[config.mk]
export PLATFORM = sky130hd
export DESIGN_NAME = fde_front
export DESIGN_NICKNAME = d
export VERILOG_FILES = /design/src/rtl/fde_pkg.sv /design/src/rtl/fde_front.sv
export SDC_FILE = /design/constraint.sdc
export NUM_CORES = 1
export LEC_CHECK = 0
export BUFFER_PORTS_ARGS = -buffer_cell sky130_fd_sc_hd__buf_2
export CORE_MARGIN = 2
export CORE_UTILIZATION = 56
export DETAILED_ROUTE_END_ITERATION = 7
export PLACE_DENSITY = 0.95
export SLEW_MARGIN = 5
export SYNTH_ARGS = -nofsm -noshare
export SYNTH_HDL_FRONTEND = slang
export SYNTH_SLANG_ARGS = --single-unit
[constraint.sdc]
create_clock -name clk -period 14.5 [get_ports clk]
set_input_delay 0.725 -clock clk [delete_from_list [all_inputs] [get_ports clk]]
set_output_delay 0.725 -clock clk [all_outputs]
set_load 0.005 [all_outputs]
[src/rtl/fde_pkg.sv]
// Package with command codes and shared types of the framebuffer draw engine.
`timescale 1ns / 1ps
package fde_pkg;
	localparam int CoordW = 12;
	localparam int ColorW = 32;

	typedef enum logic [2:0] {
		CMD_PIXEL = 3'd0,
		CMD_LINE  = 3'd1,
		CMD_TRI   = 3'd2,
		CMD_RECT  = 3'd3,
		CMD_GRID  = 3'd4,
		CMD_CLEAR = 3'd5,
		CMD_READ  = 3'd6,
		CMD_NONE  = 3'd7
	} cmd_t;

	typedef struct packed {
		cmd_t               cmd;
		logic signed [11:0] x_a;
		logic signed [11:0] y_a;
		logic signed [11:0] x_b;
		logic signed [11:0] y_b;
		logic signed [11:0] x_c;
		logic signed [11:0] y_c;
		logic [11:0]        rect_width;
		logic [11:0]        rect_height;
		logic [11:0]        grid_spacing;
		logic [31:0]        color;
	} item_t;
endpackage

[src/rtl/fde_front.sv]
// Front end: accepts commands, drops ignored ones and queues the rest.
`timescale 1ns / 1ps
module fde_front import fde_pkg::*; (
	input  logic  clk,
	input  logic  arst_n,
	input  logic  in_valid,
	output logic  in_ready,
	input  item_t in_item,
	output logic  q_valid,
	input  logic  q_ready,
	output item_t q_item
);
	localparam int Depth = 2;

	item_t      buf_q [Depth];
	logic       wp_q, rp_q;
	logic [1:0] cnt_q;
	logic       keep;
	logic       push, pop;

	// Code 7 and a grid of spacing zero leave no trace, so they never enter the queue.
	assign keep = !(in_item.cmd == CMD_NONE ||
	                (in_item.cmd == CMD_GRID && in_item.grid_spacing == '0));
	assign in_ready = (cnt_q != 2'(Depth));
	assign push = in_valid && in_ready && keep;
	assign q_valid = (cnt_q != '0);
	assign pop = q_valid && q_ready;
	assign q_item = buf_q[rp_q];

	always_ff @(posedge clk) begin
		if (push)
			buf_q[wp_q] <= in_item;
	end

	always_ff @(posedge clk or negedge arst_n) begin
		if (!arst_n) begin
			wp_q  <= 1'b0;
			rp_q  <= 1'b0;
			cnt_q <= '0;
		end else begin
			if (push)
				wp_q <= ~wp_q;
			if (pop)
				rp_q <= ~rp_q;
			cnt_q <= cnt_q + 2'(push) - 2'(pop);
		end
	end
endmodule

==> flow_summary.html, run 1 <==
<table>
<tr><th>Metric</th><th>Value</th></tr>
<tr><th colspan="2">Die</th></tr>
<tr><td>Initial cell density of the core</td><td>57.4%</td></tr>
<tr><td>Area of the placeable core</td><td>0.0188 mm2</td></tr>
<tr><td>Die X</td><td>143 um</td></tr>
<tr><td>Height of the die</td><td>roughly 140 um</td></tr>
<tr><td>Row count</td><td>50</td></tr>
<tr><td>Number of placed I/O pins</td><td>292</td></tr>
<tr><td>Die Area</td><td>0.0204 mm2</td></tr>
<tr><th colspan="2">Critical path</th></tr>
<tr><td>Register-to-register setup slack</td><td>12.24 ns</td></tr>
<tr><td>R2r endpoint</td><td>buf_q[0][70]</td></tr>
<tr><td>Setup crit end kind</td><td>output port</td></tr>
<tr><td>Cell count of the worst reg-to-reg path</td><td>4</td></tr>
<tr><td>Crit path max-delay cell type</td><td>sky130_fd_sc_hd__buf_4</td></tr>
<tr><td>Reg-to-Reg Start</td><td>cnt_q[1]</td></tr>
<tr><td>Critical Path RT</td><td>around 14 ns</td></tr>
<tr><td>Capturing element of the worst setup path</td><td>q_item[14]</td></tr>
<tr><td>Chain of cells forming the critical path</td><td>buf_4, mux2_2, buf_2</td></tr>
<tr><td>Delay of the slowest critical-path stage</td><td>0.80 ns</td></tr>
<tr><td>Crit Path Class</td><td>flop to output port</td></tr>
<tr><td>Type of element launching the critical path</td><td>flop</td></tr>
<tr><td>Worst endpoint data arrival time</td><td>~2.5 ns</td></tr>
<tr><td>Largest driver fanout on the critical path</td><td>73</td></tr>
<tr><td>CP startpoint</td><td>rp_q</td></tr>
<tr><th colspan="2">STA</th></tr>
<tr><td>Final setup violating endpoints</td><td>0</td></tr>
<tr><td>Final max-slew violation count</td><td>0</td></tr>
<tr><td>Period Utilization, post-route</td><td>22.5%</td></tr>
<tr><td>Final period demand of the worst path</td><td>3.27 ns</td></tr>
<tr><td>Number of hold violations in the final report</td><td>0</td></tr>
<tr><td>Actual transition at the worst max-transition pin</td><td>1.15 ns</td></tr>
<tr><td>Rel. slew slack</td><td>23.6%</td></tr>
<tr><td>Achievable Freq</td><td>306 MHz</td></tr>
<tr><td>Unrepaired setup endpoints after global routing</td><td>no</td></tr>
<tr><td>Sum of negative setup slack</td><td>0 ns</td></tr>
<tr><td>Final worst setup slack</td><td>between 10 and 15 ns</td></tr>
<tr><td>Clock skew after layout</td><td>0.0101 ns</td></tr>
<tr><th colspan="2">CTS</th></tr>
<tr><td>Count of cells resized by post-cts repair</td><td>0</td></tr>
<tr><td>Clock tree from TritonCTS</td><td>built</td></tr>
<tr><td>Total CTS buffers</td><td>29</td></tr>
<tr><td>Clk sink count</td><td>290</td></tr>
<tr><td>Maximum clock insertion buffer count</td><td>3</td></tr>
<tr><td>Number of H-tree levels</td><td>1</td></tr>
<tr><td>Worst-path clk slew</td><td>0.06 ns</td></tr>
<tr><td>Post CTS Setup Buffer Count</td><td>0</td></tr>
<tr><td>Skew-Pair Late Insertion Delay</td><td>0.52 ns</td></tr>
<tr><td>Clock root buffer</td><td>sky130_fd_sc_hd__clkbuf_16</td></tr>
<tr><th colspan="2">Min path</th></tr>
<tr><td>Worst hold-check path type</td><td>primary input to flop</td></tr>
<tr><th colspan="2">Routing</th></tr>
<tr><td>Final antenna-violating net count</td><td>0</td></tr>
<tr><td>Routed length per placed instance</td><td>18.9 um</td></tr>
<tr><td>Detailed-route via count</td><td>about 5500</td></tr>
<tr><td>Count of unresolved DRC violations after routing</td><td>0</td></tr>
<tr><td>Number of iterations in the first detailed-routing pass</td><td>4</td></tr>
<tr><td>Iteration-0 DRC count of the detailed router</td><td>322</td></tr>
<tr><td>Routed via count divided by cell count</td><td>5.13</td></tr>
<tr><td>Total detailed-routing wirelength</td><td>around 20 mm</td></tr>
<tr><th colspan="2">Placement</th></tr>
<tr><td>Global placer's final weighted congestion</td><td>between 0.7 and 0.8</td></tr>
<tr><td>Total of buffers placed on input and output ports</td><td>291</td></tr>
<tr><td>Post-place setup slack</td><td>approximately 12 ns</td></tr>
<tr><td>HPWL after DPL</td><td>between 10 and 15 mm</td></tr>
<tr><th colspan="2">Synthesis</th></tr>
<tr><td>Share of the synthesized area in the top cell type</td><td>79.5%</td></tr>
<tr><td>Area contributors post-synth</td><td>sky130_fd_sc_hd__edfxtp_1 (79%), sky130_fd_sc_hd__mux2_2 (8.7%), sky130_fd_sc_hd__mux2_4 (8.3%), sky130_fd_sc_hd__dfrtp_1 (0.93%), sky130_fd_sc_hd__buf_6 (0.83%)</td></tr>
<tr><td>Synth Cell Area</td><td>0.0108 mm2</td></tr>
<tr><td>Warnings from Yosys</td><td>0</td></tr>
<tr><td>Synth Net Count</td><td>618</td></tr>
<tr><td>Cell accounting for the most synthesized area</td><td>sky130_fd_sc_hd__edfxtp_1</td></tr>
<tr><td>Register bit total from synthesis</td><td>slightly below 300</td></tr>
<tr><td>Distinct cell type count of the synthesized netlist</td><td>20</td></tr>
<tr><td>Number of instances in the synthesized netlist</td><td>469</td></tr>
<tr><td>Average instance area after synthesis</td><td>around 23 um2</td></tr>
<tr><td>Sequential area share after synthesis</td><td>80.4%</td></tr>
<tr><th colspan="2">Cells and area</th></tr>
<tr><td>P&amp;R area growth vs syn</td><td>24.0%</td></tr>
<tr><td>Total Nets Final</td><td>931</td></tr>
<tr><td>Layout cell share with drive strength beyond 1</td><td>60.3%</td></tr>
<tr><td>Filler Cell Count</td><td>between 1000 and 1500</td></tr>
<tr><th colspan="2">Power</th></tr>
<tr><td>Power density cells</td><td>between 150 and 200 mW/mm2</td></tr>
<tr><td>Power consumption</td><td>2.56 mW</td></tr>
<tr><td>Leakage component of the power</td><td>5.16 nW</td></tr>
<tr><td>Maximum vdd drop</td><td>0.163 mV</td></tr>
<tr><th colspan="2">Global route</th></tr>
<tr><td>Largest net degree at the start of global routing</td><td>85</td></tr>
<tr><td>Via count of the first global-routing pass</td><td>between 5000 and 6000</td></tr>
<tr><td>Remaining global-route overflow</td><td>0</td></tr>
<tr><td>First-pass GRT wire length</td><td>29.5 mm</td></tr>
<tr><td>Antenna violations before repair</td><td>3</td></tr>
<tr><td>Overall fraction of global-route tracks in use</td><td>18.8%</td></tr>
<tr><th colspan="2">Flow run</th></tr>
<tr><td>Max Cap Violations</td><td>0</td></tr>
<tr><th colspan="2">Status</th></tr>
<tr><td>Result of the run</td><td>completed</td></tr>
</table>
-- sequential cells by signal, summed over array words and instances (netlist names) --
| signal | count |
|---|---|
| cnt_q | 2 |
| wp_q | 1 |
| rp_q | 1 |
| buf_q | 286 |
-- cell families after synthesis --
logic type | after synthesis | share of synthesized area [%]
xor+xnor | 4 | 0.324
fa+ha+maj | 2 | 0.232
buf+inv | 18 | 1.27
flops | 290 | 80.4
simple gates | 12 | 0.764
mux | 143 | 17.0
-- worst min path at each step --
| stage | from | to | slack [ns] | cells after the start |
|---|---|---|---|---|
| floorplan | arst_n | cnt_q[0] | 0.43 | 0 |
| global placement | cnt_q[1] | cnt_q[1] | 0.48 | 1 |
| detailed placement | cnt_q[1] | cnt_q[1] | 0.49 | 1 |
| CTS | in_item[13] | buf_q[0][13] | 0.36 | 1 |
| global route | in_item[57] | buf_q[1][57] | 0.36 | 1 |
| finish | in_item[13] | buf_q[0][13] | 0.38 | 1 |
-- placed cells by master, fill, tap and decap left out --
master	n
sky130_fd_sc_hd__and2_1	1
sky130_fd_sc_hd__buf_2	291
sky130_fd_sc_hd__buf_4	6
sky130_fd_sc_hd__bufinv_16	1
sky130_fd_sc_hd__clkbuf_1	7
sky130_fd_sc_hd__clkbuf_16	29
sky130_fd_sc_hd__clkinv_1	6
sky130_fd_sc_hd__clkinv_2	5
sky130_fd_sc_hd__clkinvlp_4	2
sky130_fd_sc_hd__dfrtp_1	3
sky130_fd_sc_hd__dfrtp_4	1
sky130_fd_sc_hd__diode_2	5
sky130_fd_sc_hd__dlygate4sd3_1	1
sky130_fd_sc_hd__edfxtp_1	286
sky130_fd_sc_hd__ha_1	2
sky130_fd_sc_hd__inv_1	2
sky130_fd_sc_hd__inv_6	1
sky130_fd_sc_hd__mux2_2	83
sky130_fd_sc_hd__mux2_4	60
sky130_fd_sc_hd__nand2b_1	1
sky130_fd_sc_hd__nand3_1	1
sky130_fd_sc_hd__nand4_1	1
sky130_fd_sc_hd__nand4_2	1
sky130_fd_sc_hd__nor2_4	2
sky130_fd_sc_hd__nor3_1	1
sky130_fd_sc_hd__nor4_1	2
sky130_fd_sc_hd__nor4b_2	1
sky130_fd_sc_hd__or2_2	1
sky130_fd_sc_hd__xnor2_1	3
sky130_fd_sc_hd__xor2_1	1
-- critical path: cells and delay by family (launching register included) --
kind / cells / cell delay, ns
flops: 1 / 0.57
buf+inv: 2 / 0.94
mux: 1 / 0.42
-- cells in the mapped netlist --
library cell               instances
sky130_fd_sc_hd__xnor2_1           3
sky130_fd_sc_hd__dfrtp_1           4
sky130_fd_sc_hd__nand3_1           1
sky130_fd_sc_hd__xor2_1            1
sky130_fd_sc_hd__edfxtp_1        286
sky130_fd_sc_hd__inv_1             2
sky130_fd_sc_hd__buf_6             8
sky130_fd_sc_hd__or2_2             1
sky130_fd_sc_hd__nand4_1           1
sky130_fd_sc_hd__mux2_2           83
sky130_fd_sc_hd__nor2_1            2
sky130_fd_sc_hd__nor3_1            1
sky130_fd_sc_hd__nor4b_2           1
sky130_fd_sc_hd__nand4_2           1
sky130_fd_sc_hd__nand2b_1          1
sky130_fd_sc_hd__nor4_1            2
sky130_fd_sc_hd__ha_1              2
sky130_fd_sc_hd__buf_2             8
sky130_fd_sc_hd__and2_1            1
sky130_fd_sc_hd__mux2_4           60
-- repair_timing --
| item | 4_1_cts | 5_1_grt |
|---|---|---|
| hold endpoints to repair | 4 | 0 |
| hold buffers | 1 | 0 |
| setup endpoints to repair | 0 | 0 |
-- final cells by class --
type	count	area (um2)	area share (%)
flip-flops and latches	290	8690	64.9
well taps	260	325	2.43
repair buffers	298	1510	11.3
multi-input cells	161	1990	14.9
clock buffers	36	752	5.61
inverters	2	7.51	0.0560
clock inverters	15	101	0.757
diodes	5	12.5	0.0934
-- per-stage QoR --
step                std cells  area (um2)  util (%)  hold WS, ns
CTS                      1062       13400      71.1        0.360
floorplan                 469       10800         -        0.429
global route             1065       13400      71.1        0.358
detailed placement       1010       12500      66.5        0.493
finish                   1067       13400      71.1        0.383
global placement         1010       12500      66.5        0.482
-- power breakdown --
part | switching (mW) | total, mW | internal (mW) | leakage, nW
clock network | 0.285 | 0.668 | 0.383 | 0.414
registers | 0.0484 | 1.18 | 1.13 | 2.69
logic | 0.348 | 0.721 | 0.374 | 2.05
-- routing by layer --
metal / vias up / wire, um / track usage [%]
met3: 33 / 1540 / 5.37
met1: 2691 / 7320 / 21.2
met2: 240 / 10800 / 34.0
li1: 2510 / - / -
met4: 0 / 492 / 6.62
met5: - / 0 / 0
(Power assumes the default switching activity.)
==> run 2: changes to the inputs <==
ABC_AREA = 1   (was unset)
CORE_UTILIZATION = 47   (was 56)
PLACE_DENSITY = 0.87   (was 0.95)
clock period = 3 ns   (was 14.5 ns; I/O delays follow)
==> run 2 against run 1 <==
Effect of this change: worst hold slack worse by 0.27 ns; first-iteration DRC count is 87% higher; critical path depth is 2 higher; global-route usage is 3.5 points higher; core utilization is 5.1 points lower; non-clock buffer count is 151 higher; setup slack worse by 11 ns; clock power grew to 5.2 times the previous value; combinational power grew to 5.6 times the previous value; routed wire length is 38% higher.
==> flow_summary.html, run 2 <==
<table>
<tr><th>Metric</th><th>Value</th></tr>
<tr><th colspan="2">Die</th></tr>
<tr><td>Die Area</td><td>0.0240 mm2</td></tr>
<tr><td>Height of the die</td><td>155 um</td></tr>
<tr><td>Die X</td><td>155 um</td></tr>
<tr><td>Number of placed I/O pins</td><td>292</td></tr>
<tr><td>Initial cell density of the core</td><td>47.5%</td></tr>
<tr><td>Area of the placeable core</td><td>about 0.023 mm2</td></tr>
<tr><td>Row count</td><td>55</td></tr>
<tr><th colspan="2">Synthesis</th></tr>
<tr><td>Synth Cell Area</td><td>roughly 0.011 mm2</td></tr>
<tr><td>Register bit total from synthesis</td><td>290</td></tr>
<tr><td>Cell accounting for the most synthesized area</td><td>sky130_fd_sc_hd__edfxtp_1</td></tr>
<tr><td>Distinct cell type count of the synthesized netlist</td><td>17</td></tr>
<tr><td>Async S/R FF share, synth</td><td>1.38%</td></tr>
<tr><td>Share of the synthesized area in the top cell type</td><td>80.4%</td></tr>
<tr><td>Count leader, synth</td><td>sky130_fd_sc_hd__nand2_1</td></tr>
<tr><td>Number of instances in the synthesized netlist</td><td>784</td></tr>
<tr><td>Warnings from Yosys</td><td>0</td></tr>
<tr><td>Post-synth top flop</td><td>sky130_fd_sc_hd__edfxtp_1</td></tr>
<tr><td>Sequential area share after synthesis</td><td>between 80% and 90%</td></tr>
<tr><td>Number of synthesized flops with an enable pin</td><td>286</td></tr>
<tr><td>Average instance area after synthesis</td><td>13.6 um2</td></tr>
<tr><td>Synth Net Count</td><td>933</td></tr>
<tr><td>Area contributors post-synth</td><td>sky130_fd_sc_hd__edfxtp_1 (80%), sky130_fd_sc_hd__nand2_1 (15%), sky130_fd_sc_hd__buf_2 (1.0%), sky130_fd_sc_hd__dfrtp_1 (0.94%), sky130_fd_sc_hd__buf_6 (0.84%)</td></tr>
<tr><td>Synth cell count leaders</td><td>sky130_fd_sc_hd__nand2_1 (436), sky130_fd_sc_hd__edfxtp_1 (286), sky130_fd_sc_hd__buf_2 (22)</td></tr>
<tr><th colspan="2">Routing</th></tr>
<tr><td>Routed length per placed instance</td><td>18.0 um</td></tr>
<tr><td>Count of unresolved DRC violations after routing</td><td>0</td></tr>
<tr><td>Total detailed-routing wirelength</td><td>about 28 mm</td></tr>
<tr><td>Iteration-0 DRC count of the detailed router</td><td>roughly 600</td></tr>
<tr><td>Final antenna-violating net count</td><td>0</td></tr>
<tr><td>Number of iterations in the first detailed-routing pass</td><td>4</td></tr>
<tr><td>Detailed-route via count</td><td>7652</td></tr>
<tr><td>Routed via count divided by cell count</td><td>4.98</td></tr>
<tr><th colspan="2">Flow run</th></tr>
<tr><td>Max Cap Violations</td><td>0</td></tr>
<tr><th colspan="2">Power</th></tr>
<tr><td>Power consumption</td><td>13.2 mW</td></tr>
<tr><td>Power density cells</td><td>886 mW/mm2</td></tr>
<tr><td>Leakage component of the power</td><td>6.36 nW</td></tr>
<tr><td>Maximum vdd drop</td><td>0.685 mV</td></tr>
<tr><th colspan="2">Cells and area</th></tr>
<tr><td>P&amp;R area growth vs syn</td><td>39.1%</td></tr>
<tr><td>Reg with most FFs</td><td>buf_q</td></tr>
<tr><td>Final instance count without filler cells</td><td>1538</td></tr>
<tr><td>Most common library cell in the layout ignoring fill and taps</td><td>sky130_fd_sc_hd__nand2_1</td></tr>
<tr><td>Commonest cells after routing, fill and taps aside</td><td>sky130_fd_sc_hd__nand2_1 (436), sky130_fd_sc_hd__buf_2 (291), sky130_fd_sc_hd__edfxtp_1 (286)</td></tr>
<tr><td>Biggest registers after layout</td><td>buf_q: 286 flops, cnt_q: 2 flops</td></tr>
<tr><td>Number of flip-flops under the largest register name</td><td>286</td></tr>
<tr><td>Number of antenna repair diodes</td><td>0</td></tr>
<tr><td>Total Nets Final</td><td>1382</td></tr>
<tr><td>Layout cell share with drive strength beyond 1</td><td>28.1%</td></tr>
<tr><td>Filler Cell Count</td><td>1513</td></tr>
<tr><th colspan="2">Critical path</th></tr>
<tr><td>Critical Path RT</td><td>2.85 ns</td></tr>
<tr><td>Setup crit end kind</td><td>output port</td></tr>
<tr><td>Type of element launching the critical path</td><td>flop</td></tr>
<tr><td>Largest driver fanout on the critical path</td><td>around 120</td></tr>
<tr><td>Worst endpoint data arrival time</td><td>2.26 ns</td></tr>
<tr><td>Crit Path Class</td><td>flop to output port</td></tr>
<tr><td>Register-to-register setup slack</td><td>between 1 and 1.5 ns</td></tr>
<tr><th colspan="2">STA</th></tr>
<tr><td>Number of hold violations in the final report</td><td>0</td></tr>
<tr><td>Final period demand of the worst path</td><td>2.41 ns</td></tr>
<tr><td>Clock skew after layout</td><td>0.0127 ns</td></tr>
<tr><td>Final setup violating endpoints</td><td>0</td></tr>
<tr><td>Actual transition at the worst max-transition pin</td><td>0.829 ns</td></tr>
<tr><td>Achievable Freq</td><td>a little over 400 MHz</td></tr>
<tr><td>Rel. slew slack</td><td>44.7%</td></tr>
<tr><td>Unrepaired setup endpoints after global routing</td><td>no</td></tr>
<tr><td>Period Utilization, post-route</td><td>~80%</td></tr>
<tr><td>Final max-slew violation count</td><td>0</td></tr>
<tr><th colspan="2">Global route</th></tr>
<tr><td>Remaining global-route overflow</td><td>0</td></tr>
<tr><td>Via count of the first global-routing pass</td><td>8123</td></tr>
<tr><td>First-pass GRT wire length</td><td>about 42 mm</td></tr>
<tr><td>Antenna violations before repair</td><td>0</td></tr>
<tr><td>Largest net degree at the start of global routing</td><td>144</td></tr>
<tr><td>Overall fraction of global-route tracks in use</td><td>about 22%</td></tr>
<tr><th colspan="2">CTS</th></tr>
<tr><td>Total CTS buffers</td><td>29</td></tr>
<tr><td>Skew-Pair Late Insertion Delay</td><td>0.54 ns</td></tr>
<tr><td>Clock root buffer</td><td>sky130_fd_sc_hd__clkbuf_16</td></tr>
<tr><td>Number of H-tree levels</td><td>1</td></tr>
<tr><td>Worst-path clk slew</td><td>roughly 0.060 ns</td></tr>
<tr><td>Clock tree from TritonCTS</td><td>built</td></tr>
<tr><td>Post CTS Setup Buffer Count</td><td>0</td></tr>
<tr><td>Clk sink count</td><td>just under 300</td></tr>
<tr><td>Maximum clock insertion buffer count</td><td>3</td></tr>
<tr><th colspan="2">Min path</th></tr>
<tr><td>Worst hold-check path type</td><td>primary input to flop</td></tr>
<tr><th colspan="2">Placement</th></tr>
<tr><td>Number of cells in the design after placement</td><td>1341</td></tr>
<tr><td>Total of buffers placed on input and output ports</td><td>291</td></tr>
<tr><td>Global placer's final weighted congestion</td><td>roughly 0.75</td></tr>
<tr><td>HPWL after DPL</td><td>between 10 and 15 mm</td></tr>
<tr><th colspan="2">Status</th></tr>
<tr><td>Result of the run</td><td>completed</td></tr>
</table>
==> run 2: cell count changes in the layout (fill, tap and decap cells not counted), sizes merged, moves of 2 or more <==
cell         change
clkbuf           -5
xnor2            -2
nor4             -2
clkinvlp         +2
mux2           -143
inv              +4
dlygate4sd3    +145
diode            -5
nand3            +2
nand2          +436
clkinv           +2
nor2             +6
buf              +6
bufinv           +2
==> run 2: repair_timing <==
item | CTS | global route
hold buffers | 146 | 0
hold endpoints to repair | 291 | 0
resized for setup | 0 | 0
==> run 2: stage by stage <==
| stage | utilization, % | area, um2 | TNS [ns] | hold slack (ns) | worst slack (ns) |
|---|---|---|---|---|---|
| after detailed placement | 55.5 | 12500 | 0 | -0.0267 | 0.998 |
| after global routing | 66.1 | 14900 | 0 | 0.126 | 0.477 |
| after global placement | 55.5 | 12500 | 0 | -0.0358 | 1.01 |
| after floorplan | - | 10700 | -54.33 | -0.146 | -0.229 |
| final | 66.1 | 14900 | 0 | 0.112 | 0.589 |
| after CTS | 66.1 | 14900 | 0 | 0.0889 | 0.601 |
==> run 2: report_power, final <==
group / switching, mW / internal, mW / leakage (nW)
Clock: 1.49 / 2.01 / 0.439
Sequential: 0.215 / 5.42 / 2.69
Combinational: 2.57 / 1.46 / 3.23
Total: 4.28 / 8.90 / 6.36
==> run 2: logic make-up (layout without fill, tap and decap cells) <==
logic type | Yosys count | after routing | share of synthesized area, %
AND/OR/NAND/NOR | 450 | 450 | 15.9
flip-flops | 290 | 290 | 81.3
buffers and inverters | 38 | 507 | 2.21
XOR/XNOR | 3 | 3 | 0.246
adder cells (fa/ha/maj) | 2 | 2 | 0.234
AO/OA/AOI/OAI | 1 | 1 | 0.0703
==> run 2: layout make-up <==
| cell class | instances | area (um2) | area share (%) |
|---|---|---|---|
| flip-flops and latches | 290 | 8690 | 58.5 |
| clock buffers | 31 | 733 | 4.93 |
| multi-input cells | 456 | 1780 | 12.0 |
| clock inverters | 20 | 176 | 1.19 |
| inverters | 7 | 32.5 | 0.219 |
| repair buffers | 449 | 3100 | 20.8 |
| well taps | 285 | 357 | 2.40 |
==> run 2: routing by layer <==
metal | vias to the layer above | track usage (%) | part of all wire (%)
li1 | 3545 | - | -
met1 | 3664 | 23.9 | 35
met2 | 346 | 42.1 | 54
met3 | 97 | 3.95 | 5.7
met4 | 0 | 11.2 | 4.8
met5 | - | 0 | 0
==> run 2: path summary, 6_finish.rpt <==
path	depth (start not counted)	from	to
min in group asynchronous	3	arst_n	rp_q
hold reg to reg	2	wp_q	wp_q
max in group asynchronous	3	arst_n	rp_q
hold / removal	5	in_valid	wp_q
setup reg to reg	5	cnt_q[0]	buf_q[0][44]
setup / recovery	5	rp_q	q_item[113]
==> run 2: critical path: stages, from the launching register on <==
cell and delay (ns):
sky130_fd_sc_hd__dfrtp_4 0.50, sky130_fd_sc_hd__inv_4 0.27, sky130_fd_sc_hd__buf_12 0.45, sky130_fd_sc_hd__nand2_1 0.17, sky130_fd_sc_hd__nand2_1 0.13, sky130_fd_sc_hd__buf_2 0.12
==> run 3: changes to the inputs <==
CORE_UTILIZATION = 52   (was 47)
PLACE_DENSITY = 0.9   (was 0.87)
clock period = 2.5 ns   (was 3 ns; I/O delays follow)
==> run 3 against run 2 <==
Effect of this change: sequential power grew 20%; setup slack got worse by 0.34 ns; critical path type unchanged; sequential share of layout area grew 0.23 points; cell count fell by 1.0%; worst hold slack improved by 0.013 ns; die area fell by 9.4%; combinational power rose by 20%; count of clock-buffer cells in the layout grew 3; highest routed layer is now met5; core utilization is 7.4 points higher; routed wire length down 2.2%; via count is 1.0% higher.
==> flow_summary.html, run 3 (same netlist as run 2, synthesis figures left out) <==
<table>
<tr><th>Metric</th><th>Value</th></tr>
<tr><th colspan="2">Placement</th></tr>
<tr><td>HPWL after DPL</td><td>14.7 mm</td></tr>
<tr><td>Global placer's final weighted congestion</td><td>0.766</td></tr>
<tr><td>Post-place setup slack</td><td>between 0.7 and 0.8 ns</td></tr>
<tr><td>Number of cells in the design after placement</td><td>between 1000 and 1500</td></tr>
<tr><td>Total of buffers placed on input and output ports</td><td>291</td></tr>
<tr><th colspan="2">CTS</th></tr>
<tr><td>Skew-Pair Late Insertion Delay</td><td>0.53 ns</td></tr>
<tr><td>Clock tree from TritonCTS</td><td>built</td></tr>
<tr><td>Number of H-tree levels</td><td>1</td></tr>
<tr><td>Post CTS Setup Buffer Count</td><td>0</td></tr>
<tr><td>Clk sink count</td><td>between 200 and 300</td></tr>
<tr><td>Clock root buffer</td><td>sky130_fd_sc_hd__clkbuf_16</td></tr>
<tr><td>Total CTS buffers</td><td>28</td></tr>
<tr><td>Worst-path clk slew</td><td>0.06 ns</td></tr>
<tr><td>Maximum clock insertion buffer count</td><td>3</td></tr>
<tr><th colspan="2">STA</th></tr>
<tr><td>Achievable Freq</td><td>445 MHz</td></tr>
<tr><td>Clock skew after layout</td><td>0.0162 ns</td></tr>
<tr><td>Sum of negative setup slack</td><td>0 ns</td></tr>
<tr><td>Rel. slew slack</td><td>48.6%</td></tr>
<tr><td>Final max-slew violation count</td><td>0</td></tr>
<tr><td>Unrepaired setup endpoints after global routing</td><td>no</td></tr>
<tr><td>Minimum hold slack</td><td>0.126 ns</td></tr>
<tr><td>Final worst setup slack</td><td>0.253 ns</td></tr>
<tr><td>Number of hold violations in the final report</td><td>0</td></tr>
<tr><td>Actual transition at the worst max-transition pin</td><td>roughly 0.77 ns</td></tr>
<tr><td>Final setup violating endpoints</td><td>0</td></tr>
<tr><td>Period Utilization, post-route</td><td>89.9%</td></tr>
<tr><td>Final period demand of the worst path</td><td>2.25 ns</td></tr>
<tr><th colspan="2">Cells and area</th></tr>
<tr><td>Number of flip-flops under the largest register name</td><td>approximately 290</td></tr>
<tr><td>P&amp;R area growth vs syn</td><td>38.6%</td></tr>
<tr><td>Most common library cell in the layout ignoring fill and taps</td><td>sky130_fd_sc_hd__nand2_1</td></tr>
<tr><td>Number of antenna repair diodes</td><td>0</td></tr>
<tr><td>Layout cell share with drive strength beyond 1</td><td>27.8%</td></tr>
<tr><td>Filler Cell Count</td><td>1191</td></tr>
<tr><td>Biggest registers after layout</td><td>buf_q: 286 flops, cnt_q: 2 flops</td></tr>
<tr><td>Area occupied by multi-input gates</td><td>around 0.0018 mm2</td></tr>
<tr><td>Flip-flop and latch area</td><td>0.00869 mm2</td></tr>
<tr><td>Final instance count without filler cells</td><td>approximately 1500</td></tr>
<tr><td>Reg with most FFs</td><td>buf_q</td></tr>
<tr><td>Commonest cells after routing, fill and taps aside</td><td>sky130_fd_sc_hd__nand2_1 (436), sky130_fd_sc_hd__buf_2 (291), sky130_fd_sc_hd__edfxtp_1 (286)</td></tr>
<tr><td>Total Nets Final</td><td>between 1000 and 1500</td></tr>
<tr><th colspan="2">Global route</th></tr>
<tr><td>Overall fraction of global-route tracks in use</td><td>roughly a quarter</td></tr>
<tr><td>First-pass GRT wire length</td><td>slightly above 40 mm</td></tr>
<tr><td>Antenna violations before repair</td><td>1</td></tr>
<tr><td>Remaining global-route overflow</td><td>0</td></tr>
<tr><td>Via count of the first global-routing pass</td><td>7911</td></tr>
<tr><td>Largest net degree at the start of global routing</td><td>144</td></tr>
<tr><th colspan="2">Routing</th></tr>
<tr><td>Routed length per placed instance</td><td>approximately 18 um</td></tr>
<tr><td>Routed via count divided by cell count</td><td>5.08</td></tr>
<tr><td>Detailed-route via count</td><td>7729</td></tr>
<tr><td>Total detailed-routing wirelength</td><td>27.1 mm</td></tr>
<tr><td>Final antenna-violating net count</td><td>0</td></tr>
<tr><td>Count of unresolved DRC violations after routing</td><td>0</td></tr>
<tr><td>Number of iterations in the first detailed-routing pass</td><td>5</td></tr>
<tr><td>Iteration-0 DRC count of the detailed router</td><td>611</td></tr>
<tr><th colspan="2">Die</th></tr>
<tr><td>Initial cell density of the core</td><td>53.0%</td></tr>
<tr><td>Die X</td><td>approximately 150 um</td></tr>
<tr><td>Row count</td><td>52</td></tr>
<tr><td>Die Area</td><td>0.0217 mm2</td></tr>
<tr><td>Area of the placeable core</td><td>0.0202 mm2</td></tr>
<tr><td>Number of placed I/O pins</td><td>292</td></tr>
<tr><td>Height of the die</td><td>147 um</td></tr>
<tr><th colspan="2">Critical path</th></tr>
<tr><td>Worst endpoint data arrival time</td><td>2.12 ns</td></tr>
<tr><td>Crit Path Class</td><td>flop to output port</td></tr>
<tr><td>Critical Path RT</td><td>approximately 2.4 ns</td></tr>
<tr><td>Largest driver fanout on the critical path</td><td>between 40 and 50</td></tr>
<tr><td>Setup crit end kind</td><td>output port</td></tr>
<tr><td>Type of element launching the critical path</td><td>flop</td></tr>
<tr><th colspan="2">Power</th></tr>
<tr><td>Power density cells</td><td>1060 mW/mm2</td></tr>
<tr><td>Maximum vdd drop</td><td>0.815 mV</td></tr>
<tr><td>Power consumption</td><td>15.7 mW</td></tr>
<tr><td>Leakage component of the power</td><td>6.34 nW</td></tr>
<tr><th colspan="2">Status</th></tr>
<tr><td>Result of the run</td><td>completed</td></tr>
<tr><th colspan="2">Min path</th></tr>
<tr><td>Worst hold-check path type</td><td>primary input to flop</td></tr>
<tr><th colspan="2">Flow run</th></tr>
<tr><td>Max Cap Violations</td><td>0</td></tr>
</table>
run 3: cell count changes in the layout (fill, tap and decap cells not counted):
| cell | previous run | this run |
|---|---|---|
| sky130_fd_sc_hd__clkinvlp_4 | 4 | 3 |
| sky130_fd_sc_hd__clkinv_1 | 8 | 7 |
| sky130_fd_sc_hd__clkinv_2 | 5 | 4 |
| sky130_fd_sc_hd__buf_4 | 5 | 6 |
| sky130_fd_sc_hd__nor2_2 | 1 | 0 |
| sky130_fd_sc_hd__nor2_1 | 6 | 7 |
| sky130_fd_sc_hd__clkbuf_1 | 2 | 5 |
| sky130_fd_sc_hd__buf_12 | 7 | 5 |
run 3: final timing paths:
path / startpoint / depth (start not counted) / end / slack [ns]
min in group asynchronous: arst_n / 3 / wp_q / 0.52
max in group asynchronous: arst_n / 3 / rp_q / 1.79
hold / removal: in_valid / 4 / wp_q / 0.13
setup / recovery: rp_q / 5 / q_item[10] / 0.25
hold reg to reg: wp_q / 2 / wp_q / 0.53
setup reg to reg: cnt_q[0] / 5 / buf_q[0][71] / 0.77
run 3: worst max-delay path: stages, from the launching register on:
cell                      delay [ns]
sky130_fd_sc_hd__dfrtp_4        0.50
sky130_fd_sc_hd__inv_4          0.41
sky130_fd_sc_hd__buf_4          0.34
sky130_fd_sc_hd__nand2_1        0.11
sky130_fd_sc_hd__nand2_1        0.10
sky130_fd_sc_hd__buf_2          0.12
run 3: where the power goes:
part | switching, mW | internal [mW]
registers | 0.258 | 6.50
logic | 3.11 | 1.75
clock network | 1.71 | 2.42
total | 5.08 | 10.7
run 3: stage by stage:
stage                     util (%)  area, um2
after floorplan                  -      10700
after global placement        61.7      12400
after detailed placement      61.7      12400
after CTS                     73.4      14800
after global routing          73.4      14800
final                         73.4      14800
run 3: layout make-up:
class	instances	area share, %
clock inverters	17	1.08
flip-flops and latches	290	58.7
multi-input cells	456	12.0
inverters	7	0.220
repair buffers	448	20.7
well taps	270	2.28
clock buffers	34	5.03
run 3: routing by layer:
layer | GRT usage [%] | wire, um
met5 | 0 | 13
met1 | 27.4 | 9480
met3 | 4.50 | 1750
met2 | 45.0 | 14500
met4 | 10.5 | 1360
run 3: what timing repair did:
| action | in CTS | in global routing |
|---|---|---|
| resized for setup | 0 | 0 |
| hold endpoints to repair | 291 | 0 |
| hold buffers | 146 | 0 |
